==> src/lav_pkg.sv <==
// Look-at view matrix: shared types and constants.
// Depends on nothing; every module of the block imports it.
`default_nettype none
package lav_pkg;

    localparam int LAV_FRAC_BITS = 16;
    localparam int LAV_QDEPTH    = 2;

    typedef struct packed {
        logic signed [31:0] eye_x;
        logic signed [31:0] eye_y;
        logic signed [31:0] eye_z;
        logic signed [31:0] target_x;
        logic signed [31:0] target_y;
        logic signed [31:0] target_z;
        logic signed [31:0] upward_x;
        logic signed [31:0] upward_y;
        logic signed [31:0] upward_z;
    } lav_in_t;

    typedef struct packed {
        logic [1:0]         row_index;
        logic signed [31:0] col0;
        logic signed [31:0] col1;
        logic signed [31:0] col2;
        logic signed [31:0] col3;
        logic               degenerate;
        logic               last_row;
    } lav_out_t;

    typedef struct packed {
        logic signed [31:0] eye_x;
        logic signed [31:0] eye_y;
        logic signed [31:0] eye_z;
        logic signed [31:0] up_x;
        logic signed [31:0] up_y;
        logic signed [31:0] up_z;
        logic signed [32:0] d_x;
        logic signed [32:0] d_y;
        logic signed [32:0] d_z;
        logic               d_zero;
    } lav_job_t;

endpackage
`default_nettype wire

==> src/lav_front.sv <==
// Look-at view matrix front end: accepts camera items, forms eye - target
// and flags a zero view direction. Depends on lav_pkg.
`default_nettype none
module lav_front (
    input  wire logic             aclk,
    input  wire logic             aresetn,
    input  wire logic             s_valid,
    output logic                  s_ready,
    input  wire lav_pkg::lav_in_t s_data,
    output logic                  push_valid,
    input  wire logic             push_ready,
    output lav_pkg::lav_job_t     push_job
);
    import lav_pkg::*;

    logic     valid_reg;
    lav_job_t job_reg;
    lav_job_t job_next;

    always_comb begin
        job_next.eye_x = s_data.eye_x;
        job_next.eye_y = s_data.eye_y;
        job_next.eye_z = s_data.eye_z;
        job_next.up_x  = s_data.upward_x;
        job_next.up_y  = s_data.upward_y;
        job_next.up_z  = s_data.upward_z;
        job_next.d_x   = {s_data.eye_x[31], s_data.eye_x}
                       - {s_data.target_x[31], s_data.target_x};
        job_next.d_y   = {s_data.eye_y[31], s_data.eye_y}
                       - {s_data.target_y[31], s_data.target_y};
        job_next.d_z   = {s_data.eye_z[31], s_data.eye_z}
                       - {s_data.target_z[31], s_data.target_z};
        job_next.d_zero = (job_next.d_x == '0) && (job_next.d_y == '0)
                       && (job_next.d_z == '0);
    end

    assign s_ready    = !valid_reg || push_ready;
    assign push_valid = valid_reg;
    assign push_job   = job_reg;

    always_ff @(posedge aclk) begin
        if (!aresetn) begin
            valid_reg <= 1'b0;
        end else if (s_valid && s_ready) begin
            valid_reg <= 1'b1;
            job_reg   <= job_next;
        end else if (push_ready) begin
            valid_reg <= 1'b0;
        end
    end

endmodule
`default_nettype wire

==> config.mk <==
export PLATFORM = sky130hd
export DESIGN_NAME = lav_front
export DESIGN_NICKNAME = d
export VERILOG_FILES = /design/src/lav_pkg.sv /design/src/lav_front.sv
export SDC_FILE = /design/constraint.sdc
export NUM_CORES = 1
export LEC_CHECK = 0
export BUFFER_PORTS_ARGS = -buffer_cell sky130_fd_sc_hd__buf_2
export CORE_AREA = 2 2 227 229
export CTS_CLUSTER_DIAMETER = 80
export DETAILED_ROUTE_END_ITERATION = 12
export DIE_AREA = 0 0 229 231
export HOLD_SLACK_MARGIN = 0.08
export PLACE_DENSITY_LB_ADDON = 0.05
export SLEW_MARGIN = 20
export SYNTH_ARGS = -nofsm -noshare
export SYNTH_HDL_FRONTEND = slang
export SYNTH_SLANG_ARGS = --single-unit
==> constraint.sdc <==
create_clock -name aclk -period 13.5 [get_ports aclk]
set_input_delay 2.025 -clock aclk [delete_from_list [all_inputs] [get_ports aclk]]
set_output_delay 2.025 -clock aclk [all_outputs]
set_load 0.05 [all_outputs]
Yosys cells after proc, flatten, opt, wreduce, memory -nomap -nowiden
Index checks and enable logic that the tools add are counted.
{"block": "classes", "add_sub_neg": 3, "multipliers": 0, "div": 0, "magnitude_cmp": 0, "n_eq_ne": 0, "n_shift": 0, "n_mux": 2, "bitwise_logic": 0, "n_reduce_logical": 10}
{"cell": "logical NOT 33 bit", "count": 3}
{"cell": "subtractor 32 x 32 -> 33 bit", "count": 3}
{"cell": "logical AND 1 bit", "count": 3}
{"cell": "two-way mux 1 bit", "count": 2}
{"cell": "AND reduction 2 bit", "count": 1}
{"cell": "nonzero test 2 bit", "count": 1}
{"cell": "logical NOT 1 bit", "count": 1}
{"cell": "logical OR 1 bit", "count": 1}
{"block": "word_totals", "ff_bits": 293, "latchBits": 0, "ram_bits": 0, "romBits": 0, "output_inout_bits": 294, "n_memories": 0}

Logic depth before layout (Yosys ltp)
Gate-level depths: netlist (run 1).
{"block": "logic_depth", "ltp_word": 4, "mapped_depth": 14}

Least setup slack after synthesis (run 1)
OpenSTA, ideal clock, no wires.
{"block": "synth_timing", "kind": "in2reg", "from": "in push_ready", "to": "reg job_reg, in the netlist push_job[0] (enable)", "setup_time_ns": 0.694, "t_arrival_ns": 9.281, "path_slack_ns": 3.525, "path_stages": 2, "cell_sequence": "nand2b_1 and3_1"}
{"block": "synth_between", "elab_chain_cells": 3}
{"element": "start, declared", "line_no": "lav_front.sv:11", "rtl": "input wire logic push_ready,"}
{"element": "logical OR 1 bit", "line_no": "lav_front.sv:37", "rtl": "assign s_ready = !valid_reg || push_ready;"}
{"element": "logical AND 1 bit", "line_no": "lav_front.sv:44", "rtl": "end else if (s_valid && s_ready) begin"}
{"element": "AND reduction 2 bit (no line)"}
{"element": "end signal, assigned", "line_no": "lav_front.sv:46", "rtl": "job_reg <= job_next;"}
{"element": "end, declared", "line_no": "lav_front.sv:17", "rtl": "lav_job_t job_reg;"}
No other way between the ends.
A chain may end at the register's enable or synchronous reset.

==> results of run 1 <==
## where the power goes
part / total [uW] / internal (uW) / switching (uW)
logic: 629 / 183 / 446
clock network: 916 / 527 / 389
registers: 1090 / 1080 / 11.0
## routing by layer
layer / track usage / share of wire
met1: 0.2201 / 0.38
met2: 0.3426 / 0.49
met3: 0.07806 / 0.093
met4: 0.06899 / 0.031
met5: 0 / 0.0012
## Yosys cell counts, types with 4 or more instances
library cell / instances
a2111oi_0: 4
a211o_1: 5
a211oi_1: 18
a21o_1: 32
a21oi_1: 94
a31o_2: 5
a31oi_1: 6
and2_1: 13
and3_1: 11
clkbuf_1: 18
edfxtp_1: 292
ha_1: 96
inv_1: 127
nand2_1: 61
nand2b_1: 15
nand3_1: 17
nand4_1: 15
nor2_1: 65
nor2b_1: 11
nor3_1: 14
nor4_1: 8
o2111ai_1: 5
o211a_1: 4
o211ai_1: 14
o21a_1: 15
o21ai_0: 59
o21bai_1: 8
o31a_1: 9
or3_1: 9
or4_1: 7
or4b_1: 4
xnor2_1: 51
xor2_1: 27
## final cells by class
type	count	area, sq um
inverter	127	476.7
timing repair buffer	589	2958
antenna	4	10.01
clock buffer	47	1006
sequential	293	8788
clock inverter	15	98.84
fill	5167	31140
multi-input combinational	752	5346
tap	680	850.8
## worst max path at each step
stage,start,end,depth (start not counted)
6_report,s_data[256],push_job[0]$_DFFE_PP_,15
2_1_floorplan,push_ready,push_job[0]$_DFFE_PP_,2
5_1_grt,s_data[256],push_job[0]$_DFFE_PP_,15
3_3_place_gp,s_data[256],push_job[0]$_DFFE_PP_,15
3_5_place_dp,s_data[256],push_job[0]$_DFFE_PP_,15
4_1_cts,s_data[256],push_job[0]$_DFFE_PP_,15
## flip-flops by register name (all words and copies together), names as in the netlist
signal      flops
push_job      292
push_valid      1
## critical path: stages
cell	delay, ns
buf_2	0.09
inv_1	0.04
ha_1	0.20
fa_1	0.49
inv_1	0.07
nor4_1	0.43
o2111ai_1	0.17
a2111oi_0	0.73
o2111ai_1	0.21
nor4_1	0.20
or4b_1	0.52
nor4_2	0.34
nand4_1	0.17
or4b_1	0.51
nor4b_2	0.27
## cell families (layout without fill, tap and decap cells)
| logic type | after synthesis | after routing | synth area share |
|---|---|---|---|
| AOI/OAI and AO/OA | 309 | 309 | 0.1374 |
| muxes | 1 | 1 | 0.0007673 |
| and+or+nand+nor | 265 | 265 | 0.09337 |
| other | 0 | 4 | 0 |
| buffers and inverters | 145 | 778 | 0.03709 |
| adders and majority gates | 99 | 99 | 0.08595 |
| DFF | 293 | 293 | 0.5989 |
| xor gates and xnor gates | 78 | 78 | 0.04656 |
## per-stage QoR
stage	util	cells	worst slack (ns)	hold WS (ns)
finish	0.3855	2507	7.414	0.5410
global route	0.3854	2505	7.217	0.6048
CTS	0.3853	2503	7.389	0.5384
detailed placement	0.3635	2441	6.806	0.5308
global placement	0.3635	2441	6.931	0.5119
floorplan	-	1190	3.525	1.147
==> results_dict.tcl, run 1 <==
set metrics [dict create \
    slew_headroom 0.3551 \
    final_cell_mix "buf_2 (585), edfxtp_1 (292), inv_1 (127)" \
    first_pass_iters 5 \
    max_clock_freq_mhz 164.3 \
    p_per_area_nw_per_um2 134.7 \
    wirelength_um 54320 \
    min_from "push_valid$_SDFFE_PN0P_" \
    reg2reg_setup_slack_ns 10.39 \
    cts_max_level 2 \
    clk_pin_slew_ns 0.05 \
    die_w_um 229 \
    grt_util_all_layers 0.1976 \
    cts.sinks 293 \
    dieHeight_um 231 \
    ys_seq_area_frac 0.5989 \
    setup_viol 0 \
    cts_root_buf "clkbuf_16" \
    yosys_register_bits 293 \
    period_needed_ns 6.086 \
    clock_path_buffers 3 \
    holdPathStages 2 \
    antenna_found_initial 16 \
    routedWlPerCell_um 21.67 \
    worstMarginPinSlew_ns 0.9673 \
    viasPerCell 4.725 \
    drv_cap 0 \
    yosys.area.top_type "edfxtp_1" \
    tritoncts "yes" \
    routabilityCongestion 0.8808 \
    grt_first_pass_wirelength_um 77020 \
    cp_max_fo 2 \
    rr_worst_depth 4 \
    overflow 0 \
    via_count 11850 \
    total_power_uw 2631 \
    hold_buffers 0 \
    synth_area_leaders "edfxtp_1 (60%), ha_1 (8.2%), inv_1 (3.2%), a21oi_1 (3.2%), xnor2_1 (3.0%)" \
    synth-warning-count 0 \
    min_to "push_valid$_SDFFE_PN0P_" \
    grt_max_degree 79 \
    r2r_start "push_valid$_SDFFE_PN0P_" \
    grt_pass1_vias 11900 \
    avgSynthCellArea_sq_um 12.33 \
    cp-end-kind "register" \
    status "finished clean" \
    nets 2192 \
    hold_viol_final 0 \
    synthFlopType "edfxtp_1" \
    crit_path_start_kind "input pin" \
    finalSetupTns_ns 0 \
    synth_top_area_frac 0.5975 \
    slew_violations 0 \
    period_share 0.4509 \
    critPathKind "input pin to register" \
    grt_setup_unrepaired "no" \
    drtAntennaViolNets 0 \
    synthArstFlopShare 0 \
    drive_gt1_frac 0.3598 \
    die_area_sq_um 52900 \
    min_path_type "register to register" \
    ys_types 69 \
    rows 83 \
    leakage_uw 0.008536 \
    crit_required_ns 13.88 \
    syn_nets 1581 \
    design_area_sq_um 19540 \
    r2r_end "push_job[178]$_DFFE_PP_" \
    place_area_sq_um 18420 \
    cts_made_buffers 38 \
    cts_resized 0 \
    clkLatencyLatePin_ns 0.54 \
    area.growth.synth_to_final_pct 33.13 \
    postCtsSetupBuffers 0 \
    peakVddDrop_mv 0.09131 \
    synthCells 1190 \
    skew_ns 0.01115 \
    fp.coreArea_sq_um 50680 \
    netlist_area_sq_um 14670 \
    drtIter0Drc 522 \
    start_util 0.2896 \
    io_pins 586 \
    synth_edf_count 292 \
    hpwl_um 44910 \
    worstPathArrival_ns 6.46 \
    drcViolationCount 0 \
    final_common_cell "buf_2" \
    io_buffers 585 \
]
(Power assumes the default switching activity.)
==> inputs of run 2 (changes only) <==
--- a/config.mk
+++ b/config.mk
@@ -6,10 +6,10 @@
 export NUM_CORES = 1
 export LEC_CHECK = 0
 export BUFFER_PORTS_ARGS = -buffer_cell sky130_fd_sc_hd__buf_2
-export CORE_AREA = 2 2 227 229
+export CORE_AREA = 2 2 229 231
 export CTS_CLUSTER_DIAMETER = 80
 export DETAILED_ROUTE_END_ITERATION = 12
-export DIE_AREA = 0 0 229 231
+export DIE_AREA = 0 0 231 233
 export HOLD_SLACK_MARGIN = 0.08
 export PLACE_DENSITY_LB_ADDON = 0.05
 export SLEW_MARGIN = 20
==> constraint.sdc (replaced) <==
create_clock -name aclk -period 6.25 [get_ports aclk]
set_input_delay 0.9375 -clock aclk [delete_from_list [all_inputs] [get_ports aclk]]
set_output_delay 0.9375 -clock aclk [all_outputs]
set_load 0.05 [all_outputs]
==> run 2 against run 1 <==
- count of clock-buffer cells in the layout decreased by 3
- combinational power grew 110%
- cell area is 0.92% higher
- register-to-register slack worse by 6.3 ns
- final cell count is 0.16% higher
- via count shrank 0.18%
==> results_dict.tcl, run 2 (same netlist as run 1, synthesis figures left out) <==
set metrics [dict create \
    status "finished clean" \
    crit_required_ns 6.64 \
    grt_max_degree 128 \
    drive_gt1_frac 0.3659 \
    drtIter0Drc 650 \
    worstPathArrival_ns 5.40 \
    cts_made_buffers 38 \
    setup_viol 0 \
    peakVddDrop_mv 0.1531 \
    slew_headroom 0.4393 \
    worstMarginPinSlew_ns 0.8334 \
    grt_setup_unrepaired "no" \
    design_area_sq_um 19710 \
    n_antenna_cell 0 \
    dieHeight_um 233 \
    cp-end-kind "register" \
    io_pins 586 \
    tritoncts "yes" \
    rows 83 \
    drtAntennaViolNets 0 \
    postCtsSetupBuffers 0 \
    grt_util_all_layers 0.1954 \
    wirelength_um 54460 \
    p_per_area_nw_per_um2 300.8 \
    drv_cap 0 \
    min_path_type "register to register" \
    place_area_sq_um 18440 \
    die_area_sq_um 53820 \
    grt_first_pass_wirelength_um 77080 \
    slew_violations 0 \
    switchingPower_uw 1873 \
    combinationalPowerShare 0.228 \
    grt_pass1_vias 11730 \
    period_share 0.8016 \
    final_common_cell "buf_2" \
    cts_resized 0 \
    swShare 0.3158 \
    critPathKind "input pin to register" \
    die_w_um 231 \
    via_count 11830 \
    cts_root_buf "clkbuf_16" \
    io_buffers 585 \
    cts_max_level 2 \
    cts.sinks 293 \
    hold_buffers 0 \
    p_seq_frac 0.396 \
    hold_viol_final 0 \
    total_power_uw 5931 \
    routedWlPerCell_um 21.69 \
    start_util 0.2872 \
    p_int_uw 4058 \
    clkPwrFrac 0.376 \
    clock_path_buffers 3 \
    fillers 5114 \
    max_clock_freq_mhz 199.6 \
    hpwl_um 44830 \
    largest_register_ff_count 292 \
    cp_max_fo 2 \
    area.growth.synth_to_final_pct 34.35 \
    final_cell_mix "buf_2 (585), edfxtp_1 (292), inv_1 (127)" \
    viasPerCell 4.709 \
    clk_pin_slew_ns 0.06 \
    final_util 0.3858 \
    antenna_found_initial 14 \
    reg2reg_setup_slack_ns 4.06 \
    finalSetupTns_ns 0 \
    routabilityCongestion 0.8619 \
    skew_ns 0.01906 \
    first_pass_iters 6 \
    leakage_uw 0.008640 \
    overflow 0 \
    period_needed_ns 5.010 \
    crit_path_start_kind "input pin" \
    fp.coreArea_sq_um 51090 \
    nets 2193 \
    clkLatencyLatePin_ns 0.55 \
    drcViolationCount 0 \
]
## run 2: changes by cell type in the layout (fill, tap and decap cells not counted), moves of 2 or more
cell,before,now
clkinv_2,4,9
inv_6,1,3
clkbuf_1,8,3
clkbuf_8,0,2
bufinv_16,0,4
diode_2,4,0
## run 2: path summary, 6_finish.rpt
check                           depth (start not counted)               startpoint                 endpoint
worst max register to register                          3  push_valid$_SDFFE_PN0P_  push_job[169]$_DFFE_PP_
worst max-delay path                                   15              s_data[256]    push_job[0]$_DFFE_PP_
worst min-delay path                                    2  push_valid$_SDFFE_PN0P_  push_valid$_SDFFE_PN0P_
worst min register to register                          2  push_valid$_SDFFE_PN0P_  push_valid$_SDFFE_PN0P_
## run 2: final cells by class
cell class | count | area, sq um | area share
Sequential cell | 293 | 8788 | 0.4458
Multi-Input combinational cell | 752 | 5346 | 0.2712
Timing Repair Buffer | 590 | 2978 | 0.1511
Clock buffer | 44 | 1015 | 0.05147
Tap cell | 680 | 850.8 | 0.04316
Inverter | 127 | 476.7 | 0.02418
Clock inverter | 25 | 259.0 | 0.01314
## run 2: critical path, cell delays in order
cell,delay [ns]
buf_2,0.09
inv_1,0.04
ha_1,0.22
fa_1,0.51
inv_1,0.07
nor4_1,0.35
o2111ai_1,0.16
a2111oi_0,0.70
o2111ai_1,0.23
nor4_1,0.21
or4b_1,0.51
nor4_2,0.44
nand4_1,0.16
or4b_1,0.51
nor4b_2,0.26
## run 2: metrics by stage
stage / setup WS, ns / std cells / hold WS, ns
floorplan: 0.7530 / 1190 / 1.036
global placement: 0.8223 / 2442 / 0.5081
detailed placement: 0.5732 / 2442 / 0.5257
CTS: 1.167 / 2511 / 0.5129
global route: 0.9449 / 2511 / 0.5154
finish: 1.240 / 2511 / 0.5324
## run 2: routing by layer
layer / part of all wire / wire length (um) / GRT usage
met1: 0.38 / 20730 / 0.2217
met3: 0.091 / 4982 / 0.07574
met4: 0.018 / 973 / 0.04254
met2: 0.51 / 27680 / 0.3465
met5: 0.0017 / 94 / 0
## run 2: power by group through the flow
| stage | clock network (uW) | registers [uW] | logic (uW) |
|---|---|---|---|
| global route | 2370 | 2360 | 1470 |
| detailed placement | 0 | 2390 | 1360 |
| floorplan | 0 | 2760 | 539 |
| global placement | 0 | 2390 | 1370 |
| CTS | 2300 | 2350 | 1370 |
| finish | 2230 | 2350 | 1350 |
