File: config.mk
export PLATFORM = sky130hd
export DESIGN_NAME = lav_fifo
export DESIGN_NICKNAME = d
export VERILOG_FILES = /design/src/lav_pkg.sv /design/src/lav_fifo.sv
export SDC_FILE = /design/constraint.sdc
export NUM_CORES = 1
export LEC_CHECK = 0
export BUFFER_PORTS_ARGS = -buffer_cell sky130_fd_sc_hd__buf_2
export CORE_AREA = 2 2 228 230
export DETAILED_ROUTE_END_ITERATION = 10
export DIE_AREA = 0 0 230 232
export PLACE_DENSITY = 0.74
export REMOVE_ABC_BUFFERS = 1
export SLEW_MARGIN = 20
export SYNTH_ARGS = -nofsm -noshare
export SYNTH_HDL_FRONTEND = slang
export SYNTH_SLANG_ARGS = --single-unit
File: constraint.sdc
create_clock -name aclk -period 8.9 [get_ports aclk]
set_input_delay 1.78 -clock aclk [delete_from_list [all_inputs] [get_ports aclk]]
set_output_delay 1.78 -clock aclk [all_outputs]
set_load 0.1 [all_outputs]
File: src/lav_pkg.sv
// Look-at view matrix: shared types and constants.
// Depends on nothing; every module of the block imports it.
`default_nettype none
package lav_pkg;

    localparam int LAV_FRAC_BITS = 16;
    localparam int LAV_QDEPTH    = 2;

    typedef struct packed {
        logic signed [31:0] eye_x;
        logic signed [31:0] eye_y;
        logic signed [31:0] eye_z;
        logic signed [31:0] target_x;
        logic signed [31:0] target_y;
        logic signed [31:0] target_z;
        logic signed [31:0] upward_x;
        logic signed [31:0] upward_y;
        logic signed [31:0] upward_z;
    } lav_in_t;

    typedef struct packed {
        logic [1:0]         row_index;
        logic signed [31:0] col0;
        logic signed [31:0] col1;
        logic signed [31:0] col2;
        logic signed [31:0] col3;
        logic               degenerate;
        logic               last_row;
    } lav_out_t;

    typedef struct packed {
        logic signed [31:0] eye_x;
        logic signed [31:0] eye_y;
        logic signed [31:0] eye_z;
        logic signed [31:0] up_x;
        logic signed [31:0] up_y;
        logic signed [31:0] up_z;
        logic signed [32:0] d_x;
        logic signed [32:0] d_y;
        logic signed [32:0] d_z;
        logic               d_zero;
    } lav_job_t;

endpackage
`default_nettype wire

File: src/lav_fifo.sv
// Look-at view matrix job queue between front and back end.
// Depends on lav_pkg.
`default_nettype none
module lav_fifo (
    input  wire logic              aclk,
    input  wire logic              aresetn,
    input  wire logic              wr_valid,
    output logic                   wr_ready,
    input  wire lav_pkg::lav_job_t wr_job,
    output logic                   rd_valid,
    input  wire logic              rd_ready,
    output lav_pkg::lav_job_t      rd_job
);
    import lav_pkg::*;

    localparam int AW = (LAV_QDEPTH > 1) ? $clog2(LAV_QDEPTH) : 1;

    lav_job_t        mem [LAV_QDEPTH];
    logic [AW-1:0]   wptr_reg;
    logic [AW-1:0]   rptr_reg;
    logic [AW:0]     count_reg;
    logic            do_wr;
    logic            do_rd;

    assign wr_ready = (count_reg != (AW+1)'(LAV_QDEPTH));
    assign rd_valid = (count_reg != '0);
    assign rd_job   = mem[rptr_reg];
    assign do_wr    = wr_valid && wr_ready;
    assign do_rd    = rd_valid && rd_ready;

    always_ff @(posedge aclk) begin
        if (do_wr) begin
            mem[wptr_reg] <= wr_job;
        end
    end

    always_ff @(posedge aclk) begin
        if (!aresetn) begin
            wptr_reg  <= '0;
            rptr_reg  <= '0;
            count_reg <= '0;
        end else begin
            if (do_wr) begin
                wptr_reg <= (wptr_reg == AW'(LAV_QDEPTH - 1)) ? '0 : wptr_reg + 1'b1;
            end
            if (do_rd) begin
                rptr_reg <= (rptr_reg == AW'(LAV_QDEPTH - 1)) ? '0 : rptr_reg + 1'b1;
            end
            if (do_wr && !do_rd) begin
                count_reg <= count_reg + 1'b1;
            end else if (do_rd && !do_wr) begin
                count_reg <= count_reg - 1'b1;
            end
        end
    end

endmodule
`default_nettype wire

# --- Word level (Yosys, flattened, before mapping) ---
# Memory sizes are Yosys's and may differ from the RTL's. A register that Yosys moved wholly into a read port is not among the register bits.
# Index checks and enable logic that the tools add are counted.
# Widths: inputs -> output; s select.
word_totals:
  n_memories: 1
  wordCells: 25
  input_bits: 296
  register_bits: 4
  out_inout_bits: 294
  ram_bits: 584
mem_list:
  columns: ["memory", "depth", "width", "rd", "rd_ports_with_merged_regs", "write_ports", "line", "source"]
  rows:
  - ["mem", 2, 292, 1, 1, 1, "lav_fifo.sv:18", "lav_job_t mem [LAV_QDEPTH];"]
op_classes:
  reduce_logical: 8
  n_addsub: 4
  muxes: 8
  n_eq_ne: 1
ops:
  columns: ["operator", "n"]
  rows:
  - ["$mux 1", 6]
  - ["$logic_and 1x1->1", 4]
  - ["$mux 2", 2]
  - ["$reduce_bool 2->1", 2]
  - ["$add 1x1->1 const B", 2]
  - ["$add 2x1->2 const B", 1]
  - ["$logic_not 1->1", 2]
  - ["$ne 2x2->1 const B", 1]
  - ["$sub 2x1->2 const B", 1]

# --- Logic depth before layout (Yosys ltp) ---
# Gate-level depths: netlist of run 1.
logic_depth:
  word_depth: 6
  ltp_mapped: 6
  mapped_depth_nobuf: 6

# --- Worst setup path before layout of run 1 ---
# No wires, ideal clock.
synth_timing:
  path_type: "input to register"
  start: "input wr_valid"
  end: "memory mem[1][0] (netlist bit) (enable)"
  path_buffers: 0
  arrival_time_ns: 8.472
  t_required_ns: 8.207
  cell_stages: 1
  setup_ns: 0.693
  path_slack_ns: -0.265
  path_cell_list: "and3_1"
synth_between:
  elab_chain_cells: 3
synth_rtl:
  columns: ["item", "line", "source"]
  rows:
  - ["start, declared", "lav_fifo.sv:7", "input wire logic wr_valid,"]
  - ["$logic_and 1x1->1", "lav_fifo.sv:28", "assign do_wr = wr_valid && wr_ready;"]
  - ["$mux 1", "lav_fifo.sv:32", "if (do_wr) begin"]
  - ["$mux 1 (implied by the code)", "lav_fifo.sv:33", "mem[wptr_reg] <= wr_job;"]
  - ["end, declared", "lav_fifo.sv:18", null]
# Every way passes these cells.

==> summary.md, run 1 <==
| Metric | Value |
|---|---|
| Fin crit share | `58.2%` |
| Share of the synthesized area in the top cell type | `81.9%` |
| First-pass GRT wire length | `66400 um` |
| Max Cap Viol | `0` |
| Post-CTS Setup Inserts | `0` |
| Setup_tns | `0 ns` |
| Crit path buf inv count | `3` |
| Initial antenna violation count | `11` |
| Dpl cell area | `25000 um2` |
| Core area | `50900 um2` |
| Final Slew Violations | `0` |
| Reg-to-reg critical path startpoint | `count_reg[0]$_SDFFE_PN0P_` |
| Slew @ Worst Pin | `1.16 ns` |
| Seq cells post-synth | `589` |
| Sink Count | `589` |
| Gr ovfl total | `0` |
| NumNets Final | `1852` |
| Post-layout minimum cycle time | `5.18 ns` |
| DRT antenna net count | `0` |
| Layout cells sized above 1 | `60.5%` |
| RSZ-0062 raised after global routing | `no` |
| CP dominant cell by count | `buf_4` |
| Leading area contributor after synthesis | `edfxtp_1` |
| Vias per cell | `4.81` |
| Clock Pin Slew Worst Setup and Hold Paths | `0.06 ns` |
| Post-Layout Inst Area | `26800 um2` |
| Clk_lat worst skew | `0.59 ns` |
| Worst path required time | `7.12 ns` |
| Die area | `53400 um2` |
| Post-CTS Resized | `0` |
| Mapped Avg Cell Area | `23.0 um2` |
| Worst Hold Path Cells | `2` |
| Chip width | `230 um` |
| Initial DRC count | `731` |
| Largest delay share family, worst path | `buffers and inverters` |
| Initial Utilization | `42.1%` |
| Slew HR | `22.7%` |
| Crit Path Category | `reg -> out` |
| GR Util All Layers | `16.5%` |
| R2r setup slk | `6.02 ns` |
| Clk buf depth | `3` |
| WL/cell | `20.0 um` |
| DRT Wirelength | `45900 um` |
| Reg2reg end | `mem[1][185]$_DFFE_PP_` |
| Critical path arrival | `3.40 ns` |
| Residual DRC | `0` |
| CP max stage delay | `0.77 ns` |
| Die Y | `232 um` |
| Number of synthesized flops with an enable pin | `584` |
| Hold WS | `0.557 ns` |
| Synth top area cells | `edfxtp_1 82%, mux2_2 15%, buf_6 1.6%` |
| Routed vias | `11030` |
| Crit-path cells | `buf_4 -> buf_4 -> mux2_2 -> buf_2` |
| Vias in the first global route | `11462` |
| HPWL after detailed placement | `31200 um` |
| Critical path launch point type | `register` |
| Clock root buffer | `clkbuf_16` |
| Num rows | `83` |
| Largest register FFs | `584` |
| Pin count of the biggest net entering global routing | `163` |
| CP Max Fanout | `51` |
| H-Tree Depth | `2` |
| Setup violations, final | `0` |
| Gate Count Post-Synth | `932` |
| Yosys warns | `0` |
| Critical path endpoint | `rd_job[84]` |
| Status | `finished, final reports clean` |
| I/O pin total | `590` |
| CTS Buf Count | `57` |
| Multi-input logic area | `3430 um2` |
| Final Hold Vio Count | `0` |
| Most frequent cells in the layout | `589 x buf_2, 584 x edfxtp_1, 292 x mux2_2, 57 x clkbuf_16` |
| Drt pass-1 iters | `5` |
| Mapped Area | `21400 um2` |
| Commonest non-fill, non-tap cell in the layout | `buf_2` |
| Fillcell total | `4029` |
| Yosys cell types | `20` |
| Area Growth Syn to Fin | `24.9%` |
| Clock Skew | `0.0159 ns` |
| Critical path capture point type | `primary output` |
| CTS tree | `done` |
| Synth async-reset ratio | `0%` |
| IO buf count | `589` |
| Worst min path class | `reg -> reg` |
| Cts hold-fix bufs | `0` |
| Sequential cell area | `17600 um2` |
| Fmax | `193 MHz` |
| Worst Reg-to-Reg Cells | `4` |
| Most common flop cell mapped by yosys | `edfxtp_1` |
| Post-synthesis sequential area ratio | `82.3%` |
| Levels on crit path | `4` |
| GP Congestion | `0.835` |
| CP max-delay cell | `dfxtp_4` |
[how the worst min path moves through the flow]
stage | from | endpoint
after floorplan | count_reg[1]$_SDFFE_PN0P_ | count_reg[1]$_SDFFE_PN0P_
after global placement | count_reg[1]$_SDFFE_PN0P_ | count_reg[1]$_SDFFE_PN0P_
after detailed placement | count_reg[1]$_SDFFE_PN0P_ | count_reg[1]$_SDFFE_PN0P_
after CTS | count_reg[1]$_SDFFE_PN0P_ | count_reg[1]$_SDFFE_PN0P_
after global routing | count_reg[1]$_SDFFE_PN0P_ | count_reg[1]$_SDFFE_PN0P_
final | count_reg[1]$_SDFFE_PN0P_ | count_reg[1]$_SDFFE_PN0P_
[cell families after synthesis]
family | Yosys count | synth area share (%)
mux | 292 | 15.3
compound gates | 5 | 0.164
buf+inv | 33 | 1.67
fa+ha+maj | 1 | 0.0584
flops | 589 | 82.3
simple gates | 9 | 0.304
xor+xnor | 3 | 0.123
[metrics by stage]
stage | std cells | worst slack, ns | util [%]
after global routing | 2286 | 3.53 | 52.5
after floorplan | 900 | -0.929 | -
after global placement | 2176 | 4.44 | 49.1
final | 2292 | 3.72 | 52.6
after CTS | 2281 | 3.68 | 52.5
after detailed placement | 2176 | 4.33 | 49.1
[cells in the mapped netlist, types with 2 or more instances]
cell type  number
buf_6          31
and2_1          4
mux2_2        292
xnor2_1         2
edfxtp_1      584
dfxtp_1         5
[layer usage]
layer  global-route usage, %  wire (um)
met1                    18.7      16800
met2                    29.2      24200
met3                    5.23       3600
met4                    5.93       1240
met5                       0         69
[layout make-up]
class                      count  area share (%)
clock inverter                33            1.01
antenna                       11           0.103
clock buffer                  72            5.54
multi-input combinational    310            12.8
tap                          680            3.18
timing repair buffer         596            11.4
inverter                       1          0.0421
sequential                   589            65.9
[worst min-delay path, stage by stage (launching register included)]
cell	delay, ns
dfxtp_1	0.36
o21ai_0	0.09
a21boi_1	0.06
Power of run 1 is left out: the tool's default activity adds up to more than one toggle a clock period on the data nets, which glitch-free logic cannot reach.
==> inputs of run 2 (changes only) <==
- PLACE_DENSITY: 0.74 -> 0.72
- clock period: 8.9 -> 5 ns (I/O delays scaled with it)
==> run 2 against run 1 <==
Net effect:
- worst hold slack improved by 0.0084 ns
- routed wire length is 0.82% lower
- via count rose by 0.15%
- critical endpoint is now rd_job[36]
- highest routed layer unchanged
- global-route usage decreased by 0.089 points
- clock skew grew 0.0039 ns
- die area unchanged
==> summary.md, run 2 (synthesis results as in run 1) <==
| Metric | Value |
|---|---|
| Cts hold-fix bufs | `0` |
| Final Hold Vio Count | `0` |
| CTS Buf Count | `57` |
| Vias in the first global route | `11518` |
| Gr ovfl total | `0` |
| GP Congestion | `0.809` |
| Max Cap Viol | `0` |
| Largest register FFs | `584` |
| Most frequent cells in the layout | `589 x buf_2, 584 x edfxtp_1, 292 x mux2_2, 57 x clkbuf_16, 20 x clkbuf_1` |
| Slew HR | `37.3%` |
| Initial DRC count | `600` |
| Vias per cell | `4.80` |
| Worst path required time | `4.00 ns` |
| R2r setup slk | `2.60 ns` |
| CP Max Fanout | `72` |
| Area Growth Syn to Fin | `25.3%` |
| DRT Wirelength | `45500 um` |
| Sink Count | `589` |
| DP Cell Count | `2191` |
| HPWL after detailed placement | `31200 um` |
| Worst min path class | `reg -> reg` |
| Initial Utilization | `42.1%` |
| CP max-delay cell | `dfxtp_4` |
| CTS tree | `done` |
| Crit-path cells | `buf_12 -> mux2_2 -> buf_2` |
| Fin crit share | `74.5%` |
| Hold-critical path endpoint | `count_reg[1]$_SDFFE_PN0P_` |
| Post-CTS Resized | `0` |
| Commonest non-fill, non-tap cell in the layout | `buf_2` |
| Layout Cells excl Fill | `2302` |
| WL/cell | `19.8 um` |
| Status | `finished, final reports clean` |
| Worst Hold Path Cells | `2` |
| Core area | `50900 um2` |
| Crit path buf inv count | `2` |
| Drt pass-1 iters | `4` |
| Post-CTS Setup Inserts | `0` |
| Initial antenna violation count | `11` |
| Fmax | `268 MHz` |
| Final Slew Violations | `0` |
| Slew @ Worst Pin | `0.940 ns` |
| GR Util All Layers | `16.4%` |
| Critical path arrival | `2.73 ns` |
| Layout cells sized above 1 | `60.7%` |
| Clock Skew | `0.0198 ns` |
| RSZ-0062 raised after global routing | `no` |
| Chip width | `230 um` |
| Clk_lat worst skew | `0.59 ns` |
| Routed vias | `11046` |
| Critical path capture point type | `primary output` |
| I/O pin total | `590` |
| Reg2reg end | `mem[0][184]$_DFFE_PP_` |
| CP max stage delay | `0.90 ns` |
| Worst Reg-to-Reg Cells | `4` |
| Post-layout minimum cycle time | `3.73 ns` |
| Clock Pin Slew Worst Setup and Hold Paths | `0.06 ns` |
| First-pass GRT wire length | `66600 um` |
| Crit Path Category | `reg -> out` |
| Residual DRC | `0` |
| DRT antenna net count | `0` |
| Pin count of the biggest net entering global routing | `121` |
| Die area | `53400 um2` |
| Reg-to-reg critical path startpoint | `count_reg[0]$_SDFFE_PN0P_` |
| IO buf count | `589` |
| Num rows | `83` |
| Critical path launch point type | `register` |
| Die Y | `232 um` |
| Largest delay share family, worst path | `flip-flops` |
| Fillcell total | `4061` |
| Clk buf depth | `3` |
| Hold path start | `count_reg[1]$_SDFFE_PN0P_` |
| H-Tree Depth | `2` |
| Clock root buffer | `clkbuf_16` |
| NumNets Final | `1867` |
| Setup violations, final | `0` |
==> run 2: cell types whose count changed in the layout (fill, tap and decap cells not counted), sizes merged, moves of 2 or more <==
cell and delta:
clkinvlp +3, buf +15, clkinv -6, diode -4, bufinv -2, clkbuf +5
==> run 2: cell type report <==
class / count / area (um2) / area share [%]
timing repair buffer: 611 / 3190 / 11.9
tap: 680 / 851 / 3.17
antenna: 7 / 17.5 / 0.0653
multi-input combinational: 310 / 3430 / 12.8
sequential: 589 / 17600 / 65.7
inverter: 1 / 11.3 / 0.0420
clock buffer: 77 / 1500 / 5.59
clock inverter: 27 / 195 / 0.727
==> run 2: worst min-delay path, delay by kind of cell, from the launching register on <==
kind / cells / cell delay, ns
compound gates: 2 / 0.15
flops: 1 / 0.36
==> run 2: worst max-delay path by stage <==
stage | startpoint | endpoint | slack (ns) | cells after the start
2_1_floorplan | register | rd_job[0] | -4.05 | 1
3_3_place_gp | register | rd_job[36] | 1.83 | 3
3_5_place_dp | register | rd_job[36] | 1.83 | 3
4_1_cts | register | rd_job[36] | 1.16 | 3
5_1_grt | register | rd_job[36] | 1.10 | 3
6_report | register | rd_job[36] | 1.27 | 3
==> run 2: per-layer routing <==
| metal | vias up | wire length (um) | GRT usage (%) |
|---|---|---|---|
| li1 | 5023 | - | - |
| met1 | 5527 | 17000 | 18.8 |
| met2 | 402 | 23600 | 28.4 |
| met3 | 86 | 3680 | 5.62 |
| met4 | 8 | 1210 | 6.09 |
| met5 | - | 46 | 0 |
==> run 2: stage by stage <==
step	TNS (ns)	cell area (um2)	worst slack, ns	utilization (%)	hold WS (ns)
after detailed placement	0	25100	1.83	49.4	0.546
after floorplan	-2861.76	21100	-4.05	-	0.512
after global placement	0	25100	1.83	49.4	0.528
after CTS	0	26800	1.16	52.7	0.539
final	0	26800	1.27	52.7	0.565
after global routing	0	26800	1.10	52.7	0.549
Power of run 2 is left out for the same reason.
==> inputs of run 3 (changes only) <==
- ABC_AREA: unset -> 1
- clock period: 5 -> 3.8 ns (I/O delays scaled with it)
==> run 3 against run 2 <==
Net effect:
- design area increased by 0.92%
- count of clock-buffer cells in the layout shrank 7
- global-route usage increased by 0.31 points
- sequential share of layout area shrank 0.60 points
- die area unchanged
- core utilization increased by 0.49 points
- worst hold slack lost 0.21 ns
- largest cell class unchanged
- register-to-register slack got worse by 0.90 ns
- critical endpoint is now rd_job[75]
- cell count is 1.0% higher
==> summary.md, run 3 <==
| Metric | Value |
|---|---|
| Status | `finished, final reports clean` |
| GP Congestion | `0.861` |
| DRT antenna net count | `0` |
| Core area | `50900 um2` |
| Most common flop cell mapped by yosys | `edfxtp_1` |
| Reg-to-reg critical path startpoint | `count_reg[0]$_SDFFE_PN0P_` |
| Seq cells post-synth | `589` |
| Mapped Avg Cell Area | `22.7 um2` |
| Post-layout minimum cycle time | `3.19 ns` |
| Worst path required time | `3.04 ns` |
| Max Cap Viol | `0` |
| Clock root buffer | `clkbuf_16` |
| Gate Count Post-Synth | `945` |
| Worst Hold Path Cells | `1` |
| Clk_lat worst skew | `0.59 ns` |
| Commonest non-fill, non-tap cell in the layout | `buf_2` |
| Reg2reg end | `mem[1][90]$_DFFE_PP_` |
| Largest register FFs | `584` |
| RSZ-0062 raised after global routing | `no` |
| Share of the synthesized area in the top cell type | `81.9%` |
| Synth async-reset ratio | `0%` |
| Most frequent cells in the layout | `589 x buf_2, 584 x edfxtp_1, 292 x mux2_2, 59 x clkbuf_16, 20 x buf_4` |
| Hold-critical path endpoint | `mem[1][218]$_DFFE_PP_` |
| Yosys cell types | `14` |
| CTS Buf Count | `58` |
| Final Slew Violations | `0` |
| IO buf count | `589` |
| Crit Path Category | `reg -> out` |
| Slew @ Worst Pin | `0.720 ns` |
| Critical path launch point type | `register` |
| Num rows | `83` |
| CP Max Fanout | `74` |
| Initial DRC count | `617` |
| Post-Layout Inst Area | `27100 um2` |
| Clk buf depth | `3` |
| CTS tree | `done` |
| Top-count cell post-synth | `edfxtp_1` |
| Vias in the first global route | `11661` |
| Maximum vdd drop | `0.869 mV` |
| Die Y | `232 um` |
| Yosys warns | `0` |
| Setup WS post-layout | `0.611 ns` |
| Area Growth Syn to Fin | `26.5%` |
| Dpl cell area | `25200 um2` |
| Die area | `53400 um2` |
| WL/cell | `20.1 um` |
| Clock Skew | `0.0141 ns` |
| Initial Utilization | `42.1%` |
| Sink Count | `589` |
| Vias per cell | `4.81` |
| Slew HR | `52.0%` |
| Setup violations, final | `0` |
| Layout Cells excl Fill | `2325` |
| Fin crit share | `83.9%` |
| Cts hold-fix bufs | `0` |
| Post-CTS Resized | `0` |
| Post-synthesis sequential area ratio | `82.3%` |
| Leak | `10.1 nW` |
| First-pass GRT wire length | `67300 um` |
| DRT Wirelength | `46700 um` |
| Post-CTS Setup Inserts | `0` |
| Gr ovfl total | `0` |
| Routed vias | `11176` |
| Drt pass-1 iters | `4` |
| Clock Pin Slew Worst Setup and Hold Paths | `0.06 ns` |
| GR Util All Layers | `16.7%` |
| NumNets Final | `1888` |
| I/O pin total | `590` |
| Mapped Area | `21400 um2` |
| H-Tree Depth | `2` |
| Top cells by count, synth | `584 x edfxtp_1, 292 x mux2_2, 31 x buf_6, 9 x nand2_1` |
| Hold path start | `wr_job[218]` |
| DP Cell Count | `2211` |
| Place WS | `1.21 ns` |
| Worst min path class | `in -> reg` |
| Critical path arrival | `2.43 ns` |
| Fmax | `314 MHz` |
| Chip width | `230 um` |
| Critical path capture point type | `primary output` |
| Core Util, Final | `53.2%` |
| Layout cells sized above 1 | `60.6%` |
| HPWL after detailed placement | `32600 um` |
| Final Hold Vio Count | `0` |
| Synth top area cells | `edfxtp_1 82%, mux2_2 15%, buf_6 1.6%` |
| Power Density | `887 nW/um2` |
| Pin count of the biggest net entering global routing | `113` |
| Leading area contributor after synthesis | `edfxtp_1` |
| Residual DRC | `0` |
| Worst Reg-to-Reg Cells | `6` |
| R2r setup slk | `1.70 ns` |
| Initial antenna violation count | `13` |
| Number of synthesized flops with an enable pin | `584` |
-- run 3: changes by cell type after synthesis, moves of 2 or more --
cell     previous run  this run
inv_1               1         8
and2_1              4         0
nor2_1              0         8
nand2_1             0         9
xnor2_1             2         0
-- run 3: cell families (layout without fill, tap and decap cells) --
family / count (synthesis) / count (layout) / synth area share, %
adder cells (fa/ha/maj): 1 / 1 / 0.0584
multiplexers: 292 / 292 / 15.4
other: 0 / 7 / 0
AO/OA/AOI/OAI: 4 / 4 / 0.105
flip-flops: 589 / 589 / 82.3
AND/OR/NAND/NOR: 19 / 19 / 0.350
buffers and inverters: 40 / 733 / 1.79
-- run 3: worst max path at each step --
stage / from / to / slack [ns] / cells after the start
2_1_floorplan: count_reg[0]$_SDFFE_PN0P_ / mem[0][0]$_DFFE_PP_ / -10.61 / 4
5_1_grt: register / rd_job[75] / 0.50 / 3
3_3_place_gp: register / rd_job[75] / 1.23 / 3
4_1_cts: register / rd_job[75] / 0.55 / 3
6_report: register / rd_job[75] / 0.61 / 3
3_5_place_dp: register / rd_job[75] / 1.21 / 3
-- run 3: metal layers --
metal,track usage (%),wire length (um)
met5,0,64
met4,5.56,1250
met3,5.75,3860
met2,30.0,24800
met1,18.5,16700
-- run 3: stage by stage --
stage               TNS (ns)  total power [mW]  hold WS (ns)
finish                     0              24.0         0.353
global route               0              24.8         0.311
CTS                        0              24.2         0.305
detailed placement         0              18.7         0.482
global placement           0              18.6         0.479
floorplan           -7658.73              16.5         0.467
-- run 3: critical path, stage by stage (launching register included) --
cell,delay (ns)
dfxtp_4,0.61
buf_12,0.34
mux2_2,0.43
buf_2,0.30
-- run 3: power by group --
| group | switching [mW] | internal, mW |
|---|---|---|
| Combinational | 8.31 | 1.74 |
| Sequential | 0.218 | 8.21 |
| Clock | 2.31 | 3.24 |
-- run 3: cell type report --
cell class / instances / area (um2)
clock inverters: 37 / 337
repair buffers: 618 / 3280
clock buffers: 70 / 1520
well taps: 680 / 851
multi-input cells: 316 / 3410
diodes: 7 / 17.5
inverters: 8 / 30.0
fillers: 3958 / 23800
flip-flops and latches: 589 / 17600
No activity file was read; power rests on OpenSTA's default activity.
